File: config.mk
export PLATFORM = sky130hd
export DESIGN_NAME = aes128_ctrl
export DESIGN_NICKNAME = d
export VERILOG_FILES = /design/src/rtl/core/aes128_pkg.sv /design/src/rtl/core/aes128_ctrl.sv
export SDC_FILE = /design/constraint.sdc
export NUM_CORES = 1
export LEC_CHECK = 0
export ABC_CLOCK_PERIOD_IN_PS = 3600
export BUFFER_PORTS_ARGS = -buffer_cell sky130_fd_sc_hd__buf_2
export CAP_MARGIN = 20
export CORE_UTILIZATION = 50
export DETAILED_ROUTE_END_ITERATION = 10
export PLACE_DENSITY = 0.83
export SLEW_MARGIN = 25
export SYNTH_ARGS = -nofsm -noshare
export SYNTH_HDL_FRONTEND = slang
export SYNTH_SLANG_ARGS = --single-unit
File: constraint.sdc
create_clock -name clk -period 3.6 [get_ports clk]
set_input_delay 0 -clock clk [delete_from_list [all_inputs] [get_ports clk]]
set_output_delay 0 -clock clk [all_outputs]
set_load 0.01 [all_outputs]
File: src/rtl/core/aes128_pkg.sv
package aes128_pkg;

	typedef struct packed {
		logic        mode;
		logic [63:0] data_high;
		logic [63:0] data_low;
	} in_req_t;

	typedef struct packed {
		logic [63:0] result_high;
		logic [63:0] result_low;
	} out_req_t;

	localparam int NUM_ROUNDS = 10;
	localparam int RK_DEPTH   = NUM_ROUNDS + 1;
	localparam int RK_AW      = 4;

	localparam logic CFG_KEY_LOW  = 1'b0;
	localparam logic CFG_KEY_HIGH = 1'b1;

	typedef struct packed {
		logic        load;
		logic        round;
		logic        unload;
		logic        decrypt;
		logic        first;
		logic        last;
		logic [RK_AW-1:0] rk_addr;
		logic        kx_start;
		logic        kx_step;
		logic [RK_AW-1:0] kx_addr;
		logic        kx_write;
	} dp_cmd_t;

	function automatic logic [7:0] xt(input logic [7:0] a);
		return {a[6:0], 1'b0} ^ (a[7] ? 8'h1b : 8'h00);
	endfunction

	function automatic logic [7:0] gmul(input logic [7:0] a, input logic [3:0] b);
		logic [7:0] p;
		logic [7:0] x;
		p = 8'h00;
		x = a;
		for (int i = 0; i < 4; i++) begin
			if (b[i]) p = p ^ x;
			x = xt(x);
		end
		return p;
	endfunction

	function automatic logic [7:0] gmul8(input logic [7:0] a, input logic [7:0] b);
		logic [7:0] p;
		logic [7:0] x;
		p = 8'h00;
		x = a;
		for (int i = 0; i < 8; i++) begin
			if (b[i]) p = p ^ x;
			x = xt(x);
		end
		return p;
	endfunction

	function automatic logic [7:0] ginv(input logic [7:0] x);
		logic [7:0] r;
		logic [7:0] b;
		r = 8'h01;
		b = x;
		for (int i = 0; i < 8; i++) begin
			if (i != 0) r = gmul8(r, b);
			b = gmul8(b, b);
		end
		return r;
	endfunction

	function automatic logic [7:0] rotl(input logic [7:0] v, input int n);
		return (v << n) | (v >> (8 - n));
	endfunction

	function automatic logic [7:0] sbox_f(input logic [7:0] x);
		logic [7:0] v;
		v = ginv(x);
		return v ^ rotl(v, 1) ^ rotl(v, 2) ^ rotl(v, 3) ^ rotl(v, 4) ^ 8'h63;
	endfunction

	function automatic logic [7:0] isbox_f(input logic [7:0] y);
		return ginv(rotl(y, 1) ^ rotl(y, 3) ^ rotl(y, 6) ^ 8'h05);
	endfunction

	typedef logic [7:0] sbox_tab_t [256];

	function automatic sbox_tab_t mk_sbox(input logic inv);
		sbox_tab_t t;
		for (int i = 0; i < 256; i++) t[i] = inv ? isbox_f(8'(i)) : sbox_f(8'(i));
		return t;
	endfunction

	localparam sbox_tab_t SBOX  = mk_sbox(1'b0);
	localparam sbox_tab_t ISBOX = mk_sbox(1'b1);

	function automatic logic [7:0] rcon(input logic [3:0] r);
		logic [7:0] v;
		case (r)
			4'd1: v = 8'h01;
			4'd2: v = 8'h02;
			4'd3: v = 8'h04;
			4'd4: v = 8'h08;
			4'd5: v = 8'h10;
			4'd6: v = 8'h20;
			4'd7: v = 8'h40;
			4'd8: v = 8'h80;
			4'd9: v = 8'h1b;
			4'd10: v = 8'h36;
			default: v = 8'h00;
		endcase
		return v;
	endfunction

endpackage

File: src/rtl/core/aes128_ctrl.sv
module aes128_ctrl
	import aes128_pkg::*;
(
	input  logic      clk,
	input  logic      arst_n,
	input  logic      in_valid,
	output logic      in_stall,
	input  logic      in_mode,
	output logic      out_valid,
	input  logic      out_stall,
	input  logic      key_wr,
	output dp_cmd_t   cmd
);

	typedef enum logic [3:0] {
		ST_IDLE = 4'b0001,
		ST_KEXP = 4'b0010,
		ST_RUN  = 4'b0100,
		ST_DONE = 4'b1000
	} state_t;

	state_t state_q;
	logic stale_q;
	logic dec_q;
	logic ovld_q;
	logic [RK_AW-1:0] cnt_q;
	logic rd_ok;
	logic [RK_AW-1:0] rd_addr;

	localparam logic [RK_AW-1:0] LAST = RK_AW'(NUM_ROUNDS);

	assign in_stall  = !(state_q == ST_IDLE && !stale_q);
	assign out_valid = ovld_q;

	always_comb begin
		rd_addr = '0;
		if (state_q == ST_IDLE) begin
			rd_addr = in_mode ? LAST : '0;
		end else if (state_q == ST_RUN && cnt_q != LAST) begin
			rd_addr = dec_q ? LAST - cnt_q - RK_AW'(1) : cnt_q + RK_AW'(1);
		end
		rd_ok = 1'b1;
	end

	always_comb begin
		cmd          = '0;
		cmd.decrypt  = dec_q;
		cmd.rk_addr  = rd_addr;
		cmd.load     = state_q == ST_IDLE && !stale_q && in_valid && rd_ok;
		cmd.round    = state_q == ST_RUN;
		cmd.unload   = state_q == ST_DONE && (!ovld_q || !out_stall);
		cmd.first    = state_q == ST_RUN && cnt_q == '0;
		cmd.last     = state_q == ST_RUN && cnt_q == LAST;
		cmd.kx_start = state_q == ST_IDLE && stale_q;
		cmd.kx_step  = state_q == ST_KEXP;
		cmd.kx_write = state_q == ST_KEXP;
		cmd.kx_addr  = cnt_q;
		if (cmd.load) cmd.decrypt = in_mode;
	end

	always_ff @(posedge clk or negedge arst_n) begin
		if (!arst_n) begin
			ovld_q <= 1'b0;
		end else if (cmd.unload) begin
			ovld_q <= 1'b1;
		end else if (!out_stall) begin
			ovld_q <= 1'b0;
		end
	end

	always_ff @(posedge clk or negedge arst_n) begin
		if (!arst_n) begin
			state_q <= ST_IDLE;
			stale_q <= 1'b1;
			dec_q   <= 1'b0;
			cnt_q   <= '0;
		end else begin
			if (key_wr) stale_q <= 1'b1;
			unique case (state_q)
				ST_IDLE: begin
					if (stale_q) begin
						state_q <= ST_KEXP;
						cnt_q   <= RK_AW'(1);
					end else begin
						cnt_q <= '0;
						if (in_valid) begin
							dec_q   <= in_mode;
							state_q <= ST_RUN;
						end
					end
				end
				ST_KEXP: begin
					cnt_q <= cnt_q + RK_AW'(1);
					if (cnt_q == LAST) begin
						state_q <= ST_IDLE;
						if (!key_wr) stale_q <= 1'b0;
					end
				end
				ST_RUN: begin
					cnt_q <= cnt_q + RK_AW'(1);
					if (cnt_q == LAST) state_q <= ST_DONE;
				end
				ST_DONE: begin
					if (!ovld_q || !out_stall) state_q <= ST_IDLE;
				end
				default: state_q <= ST_IDLE;
			endcase
		end
	end

endmodule

==> Word-level counts from Yosys, hierarchy flattened <==
Index checks and enable logic that the tools add are counted.
{ "totals": {"ff_bits": 11, "inputBits": 6, "output_inout_bits": 19, "word_cells": 56} }
{ "op_classes": {"addsub": 3, "n_eq_ne": 11, "n_mux": 19, "n_bitwise": 1, "reduce_logical": 17} }
{ "ops": {"columns": ["operator", "count"], "rows": [
  ["4-bit 2-to-1 mux", 9],
  ["4-bit one-hot mux with 4 select lines", 1],
  ["4-bit equality test, second input constant", 2],
  ["1-bit 2-to-1 mux", 8],
  ["2-bit by 1-bit != test with 1-bit output, second input constant", 4],
  ["4-bit one-hot mux with 2 select lines", 1],
  ["1-bit logical AND", 7],
  ["4-bit by 1-bit adder with 4-bit output, second input constant", 1],
  ["4-bit by 1-bit equality test with 1-bit output, second input constant", 1],
  ["4-bit by 2-bit equality test with 1-bit output, second input constant", 1],
  ["4-bit by 3-bit equality test with 1-bit output, second input constant", 1],
  ["1-bit zero test", 4],
  ["4-bit zero test", 1],
  ["4-bit != test, second input constant", 1],
  ["4-bit AND reduction", 1],
  ["4-bit by 1-bit subtractor with 4-bit output, second input constant", 1],
  ["4-bit subtractor, first input constant", 1],
  ["3-bit != test, second input constant", 1],
  ["3-bit AND reduction", 1],
  ["2-bit nonzero test", 1],
  ["2-bit OR reduction", 1],
  ["1-bit logical OR", 1],
  ["1-bit NOT", 1]
]} }

==> Depth between registers and ports, before layout <==
Gate-level depths: netlist (run 1).
{ "depth": {"word_depth": 5, "depth_mapped": 6, "depth_no_buf": 5} }

==> Worst setup path after synthesis (run 1) <==
OpenSTA, ideal clock, no wires.
{ "synth_timing": {"path_type": "register to register", "startpoint": "register state_q[0]", "endpoint": "register stale_q", "setup_ns": 0.082, "arrival_ns": 1.534, "required_time_ns": 3.518, "path_slack_ns": 1.984, "path_stages_with_launch": 5, "path_buffers": 1, "period_less_slack_ns": 1.616, "cell_sequence": "dfstp_2 > buf_2 > nor4b_1 > a21oi_1 > or2_1"} }
{ "synth_lines": {"columns": ["item", "line", "text"], "rows": [
  ["start: declaration", "aes128_ctrl.sv:22", "state_t state_q;"],
  ["start signal: assignment", "aes128_ctrl.sv:73", "state_q <= ST_IDLE;"],
  ["start signal: assignment", "aes128_ctrl.sv:82", "state_q <= ST_KEXP;"],
  ["start signal: assignment", "aes128_ctrl.sv:88", "state_q <= ST_RUN;"],
  ["end signal: assignment", "aes128_ctrl.sv:74", "stale_q <= 1'b1;"],
  ["end signal: assignment", "aes128_ctrl.sv:78", "if (key_wr) stale_q <= 1'b1;"],
  ["end signal: assignment", "aes128_ctrl.sv:96", "if (!key_wr) stale_q <= 1'b0;"],
  ["end: declaration", "aes128_ctrl.sv:23", "logic stale_q;"]
]} }

==> results of run 1 <==
-- state kept, by name, summed over array words and instances, names as in the netlist --
name       cells
cnt_q          4
dec_q          1
out_valid      1
stale_q        1
state_q        4
-- worst reg2reg max path: cells and delay by family (launching register included) --
family | cells | cell delay [ns]
flops | 1 | 0.61
mux | 1 | 0.33
simple gates | 2 | 0.63
-- where the power goes --
part | internal [uW] | total [uW] | switching, uW | leakage (uW)
clock network | 41.2 | 85.2 | 43.9 | 0.0000177
registers | 156 | 215 | 58.3 | 0.000140
logic | 137 | 296 | 159 | 0.000373
-- layer usage --
layer | share of wire [%] | wire length (um)
met5 | 0 | 0
met1 | 44 | 821
met2 | 48 | 885
met3 | 7.2 | 134
met4 | 0.65 | 12
-- cell type report --
| class | count | area (sq um) | area share (%) |
|---|---|---|---|
| Multi-Input combinational cell | 64 | 499.2 | 48.90 |
| Inverter | 7 | 26.28 | 2.574 |
| Clock inverter | 1 | 5.005 | 0.4902 |
| Clock buffer | 3 | 22.52 | 2.206 |
| Sequential cell | 11 | 277.8 | 27.21 |
| Timing Repair Buffer | 29 | 170.2 | 16.67 |
| Tap cell | 16 | 20.02 | 1.961 |
-- kinds of logic (layout without fill, tap and decap cells) --
group                    Yosys count  after routing  share of synthesized area, %
AND/OR/NAND/NOR                   35             35                         28.51
AO/OA/AOI/OAI                     17             17                         14.92
buffers and inverters             12             40                         8.271
flip-flops                        11             11                         32.79
adder cells (fa/ha/maj)            5              5                         7.386
multiplexers                       4              4                         5.022
XOR/XNOR                           3              3                         3.102
-- through the flow --
stage / util, % / area, sq um
2_1_floorplan: - / 847.1
3_3_place_gp: 61.20 / 943.4
3_5_place_dp: 61.20 / 943.4
4_1_cts: 66.23 / 1021
5_1_grt: 66.23 / 1021
6_report: 66.23 / 1021
-- final timing paths --
kind	startpoint	endpoint	slack (ns)	cells past startpoint
setup reg to reg	state_q[0]	dec_q	1.91	3
setup / recovery	state_q[0]	cmd[13]	1.61	4
max in group asynchronous	arst_n	state_q[0]	3.22	2
hold reg to reg	out_valid	out_valid	0.54	2
hold / removal	arst_n	out_valid	0.12	2
min in group clk	in_valid	state_q[0]	0.46	3
-- cell usage after synthesis, types with 2 or more instances --
cell      n
dfrtp_1   9
nand2_1   7
inv_1     6
nor2_1    6
ha_1      5
a21oi_1   4
a221o_1   2
and3b_1   2
buf_2     2
dfstp_2   2
mux2_1    2
mux2i_1   2
nand3b_1  2
nor4b_1   2
o21ai_0   2
xor2_1    2
==> results.json, run 1 <==
{
  "finalNonFillerCells": 131,
  "drt_iter0_markers": 20,
  "yosysTopAreaCell": "dfrtp_1",
  "synth.avg_cell_area_sq_um": 9.736,
  "hold_buffers": 5,
  "clock_latency_ns": 0.27,
  "tns_ns": 0,
  "synthCells": 87,
  "via_per_inst": 5.763,
  "arrival_ns": 1.99,
  "pre_cts_slack_ns": 1.914,
  "crit_type": "register to primary output",
  "tritoncts": "built",
  "hold-worst-slack_ns": 0.1184,
  "ctsLongestPathBuffers": 2,
  "synth.cell_area_sq_um": 847.1,
  "synth.distinct_cells": 46,
  "p_leak_uw": 0.0005302,
  "core_area_sq_um": 1541,
  "synth_flop_cell": "dfrtp_1",
  "wl_mm": 1.853,
  "hold_viol_final": 0,
  "use_met1_pct": 25.88,
  "drive_above_1_share_pct": 35.65,
  "worst-slew-pin-transition_ns": 0.6202,
  "setup_viol": 0,
  "syn2layout_area_growth_pct": 20.53,
  "fillers": 130,
  "final_antenna_net_count": 0,
  "max-slew-margin-rel_pct": 58.07,
  "grt_max_degree": 12,
  "dp_hpwl_mm": 1.425,
  "end_kind": "primary output",
  "vias": 755,
  "cts.clk_slew.worst_paths_ns": 0.07,
  "layout_commonest_cell": "buf_2",
  "synth_nets": 98,
  "outcome": "finished clean",
  "drc": 0,
  "max_freq_ghz": 0.5024,
  "wire_per_inst_um": 14.15,
  "clockRootBuffer": "clkbuf_4",
  "path_buf_inv": 1,
  "crit_slowest_cell": "dfstp_2",
  "layout_common_cells": "buf_2 (24), dfrtp_1 (9), nand2_1 (7)",
  "grt_use_met2_pct": 35.52,
  "place.gp.congestion": 0.8686,
  "antenna_found_initial": 0,
  "critical_path.max_stage_delay_ns": 0.61,
  "cts.sinks": 11,
  "critPathRequiredTime_ns": 3.60,
  "path_delay_family": "simple AND/OR/NAND/NOR gates",
  "synth-seq-cells": 11,
  "synth_top_area_share_pct": 26.59,
  "period_needed_ns": 1.990,
  "period_share_pct": 55.29,
  "worst-path-max-fanout": 9,
  "start_util_pct": 54.95,
  "grtUsageTotal_pct": 21.04,
  "ctsResizeCount": 0,
  "busiest_layer": "met2",
  "grt_pass1_vias": 672,
  "cts_made_buffers": 3,
  "power_uw": 595.7,
  "cts_setup_buffers": 0,
  "synth_area_leaders": "dfrtp_1 (27%), ha_1 (7.4%), dfstp_2 (6.2%)",
  "num_antenna_cells": 0,
  "pwr_density_cell_nw_per_um2": 583.4,
  "die-area_sq_um": 1863,
  "min_path_type": "input port to asynchronous set/reset pin",
  "worst_ir_drop_vdd_mv": 0.4561,
  "async_reset_ff_share_pct": 100.0,
  "rsz0062_at_grt": "no",
  "cap_violations": 0,
  "clock_skew_ns": 0.0004357,
  "met3_usage_pct": 6.383,
  "crit_path_start_kind": "register",
  "slew_viol_final": 0,
  "fin_nets": 127,
  "worst_slack_ns": 1.610,
  "rows": 14,
  "boundaryPins": 25,
  "fp.dieH_um": 43.16,
  "cp_cell_sequence": "nor4b_4 > nand3_2 > mux2_1 > buf_2",
  "ys_warn_count": 0,
  "dpl.cell_count": 122,
  "die_w_um": 43.16,
  "ys_seq_area_share_pct": 32.79,
  "grt_pass1_wl_mm": 2.898,
  "firstDrtPassIters": 4,
  "synth-edff-count": 0,
  "port_buffers": 24,
  "htreeDepth": 1,
  "overflow": 0
}
Note: power is estimated with default switching activity, not from simulation.
==> run 2, diff against run 1 <==
--- a/config.mk
+++ b/config.mk
@@ -5,7 +5,7 @@
 export SDC_FILE = /design/constraint.sdc
 export NUM_CORES = 1
 export LEC_CHECK = 0
-export ABC_CLOCK_PERIOD_IN_PS = 3600
+export ABC_CLOCK_PERIOD_IN_PS = 2100
 export BUFFER_PORTS_ARGS = -buffer_cell sky130_fd_sc_hd__buf_2
 export CAP_MARGIN = 20
 export CORE_UTILIZATION = 50
==> constraint.sdc (replaced) <==
create_clock -name clk -period 2.1 [get_ports clk]
set_input_delay 0 -clock clk [delete_from_list [all_inputs] [get_ports clk]]
set_output_delay 0 -clock clk [all_outputs]
set_load 0.01 [all_outputs]
==> run 2 against run 1 <==
Compared with the run above:
- global-route usage unchanged
- largest power group unchanged
- critical endpoint unchanged
- core utilization up 0.97 points
- design area up 1.5%
- sequential power up 72%
- first-iteration DRC count down 5.0%
- flip-flop and latch count unchanged
- critical path depth unchanged
- worst hold slack better by 0.0033 ns
- die area unchanged
- sequential share of layout area down 0.39 points
- clock power up 69%
- final cell count up 1.5%
==> results.json, run 2 (synthesis results as in run 1) <==
{
  "final_cell_area_sq_um": 1036,
  "cts.clk_slew.worst_paths_ns": 0.07,
  "start_util_pct": 54.95,
  "ctsLongestPathBuffers": 2,
  "critical_path.max_stage_delay_ns": 0.61,
  "end_kind": "primary output",
  "fillers": 128,
  "largestRegisters": "cnt_q x4, state_q x4",
  "clock_skew_ns": 0.0008856,
  "cp_cell_sequence": "nor4b_4 > nand3_2 > mux2_1 > buf_2",
  "fp.dieH_um": 43.16,
  "outcome": "finished clean",
  "die_w_um": 43.16,
  "crit_type": "register to primary output",
  "hold_viol_final": 0,
  "p_sw_uw": 456.2,
  "period_share_pct": 90.32,
  "cts.sinks": 11,
  "crit_slowest_cell": "dfstp_2",
  "worst-slew-pin-transition_ns": 0.5896,
  "layout_common_cells": "buf_2 (24), dfrtp_1 (9), nand2_1 (7)",
  "pwr_density_cell_nw_per_um2": 1018,
  "period_needed_ns": 1.897,
  "ctsResizeCount": 0,
  "htreeDepth": 1,
  "setup_viol": 0,
  "comb_power_share_pct": 51.3,
  "max-slew-margin-rel_pct": 60.14,
  "core_area_sq_um": 1541,
  "clock_latency_ns": 0.27,
  "tns_ns": 0,
  "drc": 0,
  "via_per_inst": 5.797,
  "regArea_sq_um": 277.8,
  "power.share.clock_pct": 13.7,
  "vias": 771,
  "drive_above_1_share_pct": 36.75,
  "max_freq_ghz": 0.5272,
  "slew_viol_final": 0,
  "crit_path_start_kind": "register",
  "syn2layout_area_growth_pct": 22.30,
  "placed_cell_area_sq_um": 943.4,
  "rsz0062_at_grt": "no",
  "multi_input_area_sq_um": 499.2,
  "antenna_found_initial": 0,
  "cts_made_buffers": 3,
  "clockRootBuffer": "clkbuf_4",
  "die-area_sq_um": 1863,
  "p_sw_share_pct": 43.27,
  "layout_commonest_cell": "buf_2",
  "wl_mm": 1.898,
  "cap_violations": 0,
  "grt_pass1_vias": 672,
  "worst-path-max-fanout": 9,
  "grt_max_degree": 12,
  "port_buffers": 24,
  "wire_per_inst_um": 14.27,
  "grt_pass1_wl_mm": 2.898,
  "final_antenna_net_count": 0,
  "firstDrtPassIters": 4,
  "p_int_uw": 598.2,
  "grtUsageTotal_pct": 21.04,
  "rrSetupSlack_ns": 0.48,
  "worst_ir_drop_vdd_mv": 0.7826,
  "rows": 14,
  "place.gp.congestion": 0.8686,
  "power_frac_seq_pct": 35.1,
  "num_antenna_cells": 0,
  "tritoncts": "built",
  "p_leak_uw": 0.0005403,
  "arrival_ns": 1.90,
  "fin_nets": 129,
  "boundaryPins": 25,
  "min_path_type": "input port to asynchronous set/reset pin",
  "dp_hpwl_mm": 1.425,
  "critPathRequiredTime_ns": 2.10,
  "overflow": 0,
  "drt_iter0_markers": 19
}
-- run 2: changes by cell type in the layout (fill, tap and decap cells not counted), sizes merged --
cell and delta:
buf +2
-- run 2: area by class of cell --
cell class / instances / area share (%)
multi-input combinational: 64 / 48.19
sequential: 11 / 26.81
timing repair buffer: 31 / 17.87
inverter: 7 / 2.536
clock buffer: 3 / 2.174
tap: 16 / 1.932
clock inverter: 1 / 0.4831
-- run 2: path summary, 6_finish.rpt --
path	from	endpoint	depth (start not counted)
max in group asynchronous	arst_n	state_q[0]	2
setup reg to reg	state_q[2]	cnt_q[3]	3
min in group clk	in_valid	state_q[0]	3
setup / recovery	state_q[0]	cmd[13]	4
hold / removal	arst_n	out_valid	2
hold reg to reg	out_valid	out_valid	2
-- run 2: timing repair --
item	CTS	global route
endpoints found under the setup margin	0	1
hold endpoints to repair	15	0
hold buffers	5	0
setup buffers	0	2
-- run 2: critical path: cells and delay by family (launching register included) --
family / cells / cell delay [ns]
DFF: 1 / 0.61
muxes: 1 / 0.33
buffers and inverters: 1 / 0.14
and+or+nand+nor: 2 / 0.54
-- run 2: power groups by stage --
stage | Sequential (uW) | Combinational, uW | Clock, uW
floorplan | 328 | 414 | 0
global placement | 363 | 481 | 0
detailed placement | 371 | 492 | 0
CTS | 368 | 503 | 152
global route | 380 | 596 | 157
finish | 370 | 541 | 144
-- run 2: stage by stage --
stage	worst slack [ns]	cells	power, uW	hold WS, ns	utilization [%]
2_1_floorplan	0.4844	87	742.1	-0.2956	-
3_3_place_gp	0.4677	122	843.6	-0.1186	61.20
3_5_place_dp	0.4137	122	863.2	-0.1135	61.20
4_1_cts	0.1087	131	1022	0.1212	66.23
5_1_grt	0.1244	133	1133	0.1519	67.21
6_report	0.2033	133	1054	0.1217	67.21
-- run 2: metal layers --
| layer | wire [um] | global-route usage (%) | share of wire [%] | vias up |
|---|---|---|---|---|
| li1 | - | - | - | 370 |
| met1 | 838 | 25.88 | 44 | 368 |
| met2 | 918 | 35.52 | 48 | 31 |
| met3 | 128 | 6.383 | 6.7 | 2 |
| met4 | 12 | 5.455 | 0.63 | 0 |
| met5 | 0 | 0 | 0 | - |
==> run 3, diff against run 2 <==
--- a/config.mk
+++ b/config.mk
@@ -10,7 +10,7 @@
 export CAP_MARGIN = 20
 export CORE_UTILIZATION = 50
 export DETAILED_ROUTE_END_ITERATION = 10
-export PLACE_DENSITY = 0.83
+export PLACE_DENSITY = 0.89
 export SLEW_MARGIN = 25
 export SYNTH_ARGS = -nofsm -noshare
 export SYNTH_HDL_FRONTEND = slang
==> run 3 against run 2 <==
Compared with the run above:
- critical path depth up 2
- worst hold slack worse by 0.0067 ns
- first-iteration DRC count is 11% higher
- critical endpoint is now cmd[10]
- largest cell class unchanged
- total power shrank 0.68%
- register-to-register slack worse by 0.03 ns
==> results.json, run 3 (synthesis results as in run 1) <==
{
  "start_util_pct": 54.95,
  "crit_path_start_kind": "register",
  "boundaryPins": 25,
  "wl_mm": 1.850,
  "worst_ir_drop_vdd_mv": 0.7092,
  "period_needed_ns": 1.868,
  "worst-path-max-fanout": 8,
  "arrival_ns": 1.87,
  "tritoncts": "built",
  "max_freq_ghz": 0.5353,
  "grt_pass1_wl_mm": 2.939,
  "wire_per_inst_um": 13.91,
  "drc": 0,
  "setup_viol": 0,
  "worst-slew-pin-transition_ns": 0.6260,
  "final_antenna_net_count": 0,
  "comb_power_share_pct": 51.0,
  "path_buf_inv": 2,
  "crit_slowest_cell": "dfrtp_1",
  "max-slew-margin-rel_pct": 57.68,
  "port_buffers": 24,
  "end_kind": "primary output",
  "power_frac_seq_pct": 35.1,
  "cts.clk_slew.worst_paths_ns": 0.07,
  "place.gp.congestion": 0.8951,
  "fin_nets": 129,
  "crit_type": "register to primary output",
  "critPathRequiredTime_ns": 2.10,
  "grt_pass1_vias": 709,
  "grtUsageTotal_pct": 21.75,
  "cap_violations": 0,
  "pwr_density_cell_nw_per_um2": 1012,
  "p_int_uw": 599.7,
  "antenna_found_initial": 0,
  "die_w_um": 43.16,
  "die-area_sq_um": 1863,
  "firstDrtPassIters": 4,
  "fillers": 129,
  "pre_cts_slack_ns": 0.4423,
  "cts.sinks": 11,
  "min_path_type": "input port to asynchronous set/reset pin",
  "layout_commonest_cell": "buf_2",
  "dp_hpwl_mm": 1.367,
  "fp.dieH_um": 43.16,
  "clockRootBuffer": "clkbuf_4",
  "p_sw_uw": 447.5,
  "largestRegisters": "cnt_q x4, state_q x4",
  "num_antenna_cells": 0,
  "worst_slack_ns": 0.2318,
  "final_core_util_pct": 67.13,
  "path_delay_family": "flip-flops",
  "power.share.clock_pct": 13.8,
  "ctsLongestPathBuffers": 2,
  "core_area_sq_um": 1541,
  "p_leak_uw": 0.0005375,
  "period_share_pct": 88.96,
  "drt_iter0_markers": 21,
  "htreeDepth": 1,
  "via_per_inst": 5.752,
  "layout_common_cells": "buf_2 (24), dfrtp_1 (9), nand2_1 (7)",
  "critical_path.max_stage_delay_ns": 0.58,
  "slew_viol_final": 0,
  "syn2layout_area_growth_pct": 22.16,
  "clock_latency_ns": 0.27,
  "outcome": "finished clean",
  "p_sw_share_pct": 42.73,
  "hold_viol_final": 0,
  "rows": 14,
  "vias": 765,
  "cp_cell_sequence": "nand2b_4 > or3_4 > inv_2 > nand2_2 > o31ai_2 > buf_2",
  "rsz0062_at_grt": "no",
  "grt_max_degree": 12,
  "drive_above_1_share_pct": 35.90,
  "clock_skew_ns": 0.004545,
  "tns_ns": 0,
  "cts_made_buffers": 3,
  "overflow": 0
}
run 3: cell count changes in the layout (fill, tap and decap cells not counted), sizes merged:
| cell | previous run | this run |
|---|---|---|
| clkbuf | 3 | 4 |
| clkinv | 1 | 0 |
run 3: area by class of cell:
type                    instances  area, sq um  area share [%]
clock buffers                   4        26.28           2.539
inverters                       7        26.28           2.539
multi-input cells              64        499.2           48.25
flip-flops and latches         11        277.8           26.84
well taps                      16        20.02           1.935
repair buffers                 31        185.2           17.90
run 3: metrics by stage:
| stage | power (uW) | std cells | instance area (sq um) | hold slack [ns] |
|---|---|---|---|---|
| 2_1_floorplan | 742.1 | 87 | 847.1 | -0.2956 |
| 3_3_place_gp | 841.9 | 122 | 943.4 | -0.1210 |
| 3_5_place_dp | 856.5 | 122 | 943.4 | -0.1185 |
| 4_1_cts | 1014 | 131 | 1020 | 0.1251 |
| 5_1_grt | 1125 | 133 | 1035 | 0.1439 |
| 6_report | 1047 | 133 | 1035 | 0.1149 |
run 3: worst paths after layout:
kind | from | endpoint | slack [ns] | depth (start not counted)
worst min register to register | out_valid | out_valid | 0.53 | 2
worst max-delay path | state_q[2] | cmd[10] | 0.23 | 6
worst min-delay path | arst_n | state_q[3] | 0.11 | 2
min in group clk | key_wr | stale_q | 0.45 | 3
worst max register to register | state_q[0] | cnt_q[3] | 0.45 | 4
max in group asynchronous | arst_n | state_q[0] | 1.72 | 2
run 3: power by group through the flow:
| stage | sequential (uW) | combinational (uW) | clock (uW) |
|---|---|---|---|
| 2_1_floorplan | 328 | 414 | 0 |
| 3_3_place_gp | 363 | 479 | 0 |
| 3_5_place_dp | 371 | 485 | 0 |
| 4_1_cts | 367 | 498 | 149 |
| 5_1_grt | 376 | 587 | 162 |
| 6_report | 368 | 535 | 145 |
run 3: timing repair:
item / in CTS / in global routing
endpoints found under the hold margin: 15 / 0
hold buffers: 5 / 0
endpoints found under the setup margin: 0 / 1
gates resized for setup: 0 / 0
setup buffers: 0 / 2
run 3: routing by layer:
metal | track usage, % | up-vias | share of wire, % | wire [um]
met1 | 25.87 | 375 | 45 | 825
met5 | 0 | - | 0 | 0
met3 | 8.511 | 5 | 3.9 | 73
met2 | 34.33 | 13 | 50 | 920
met4 | 9.697 | 0 | 1.7 | 31
li1 | - | 372 | - | -
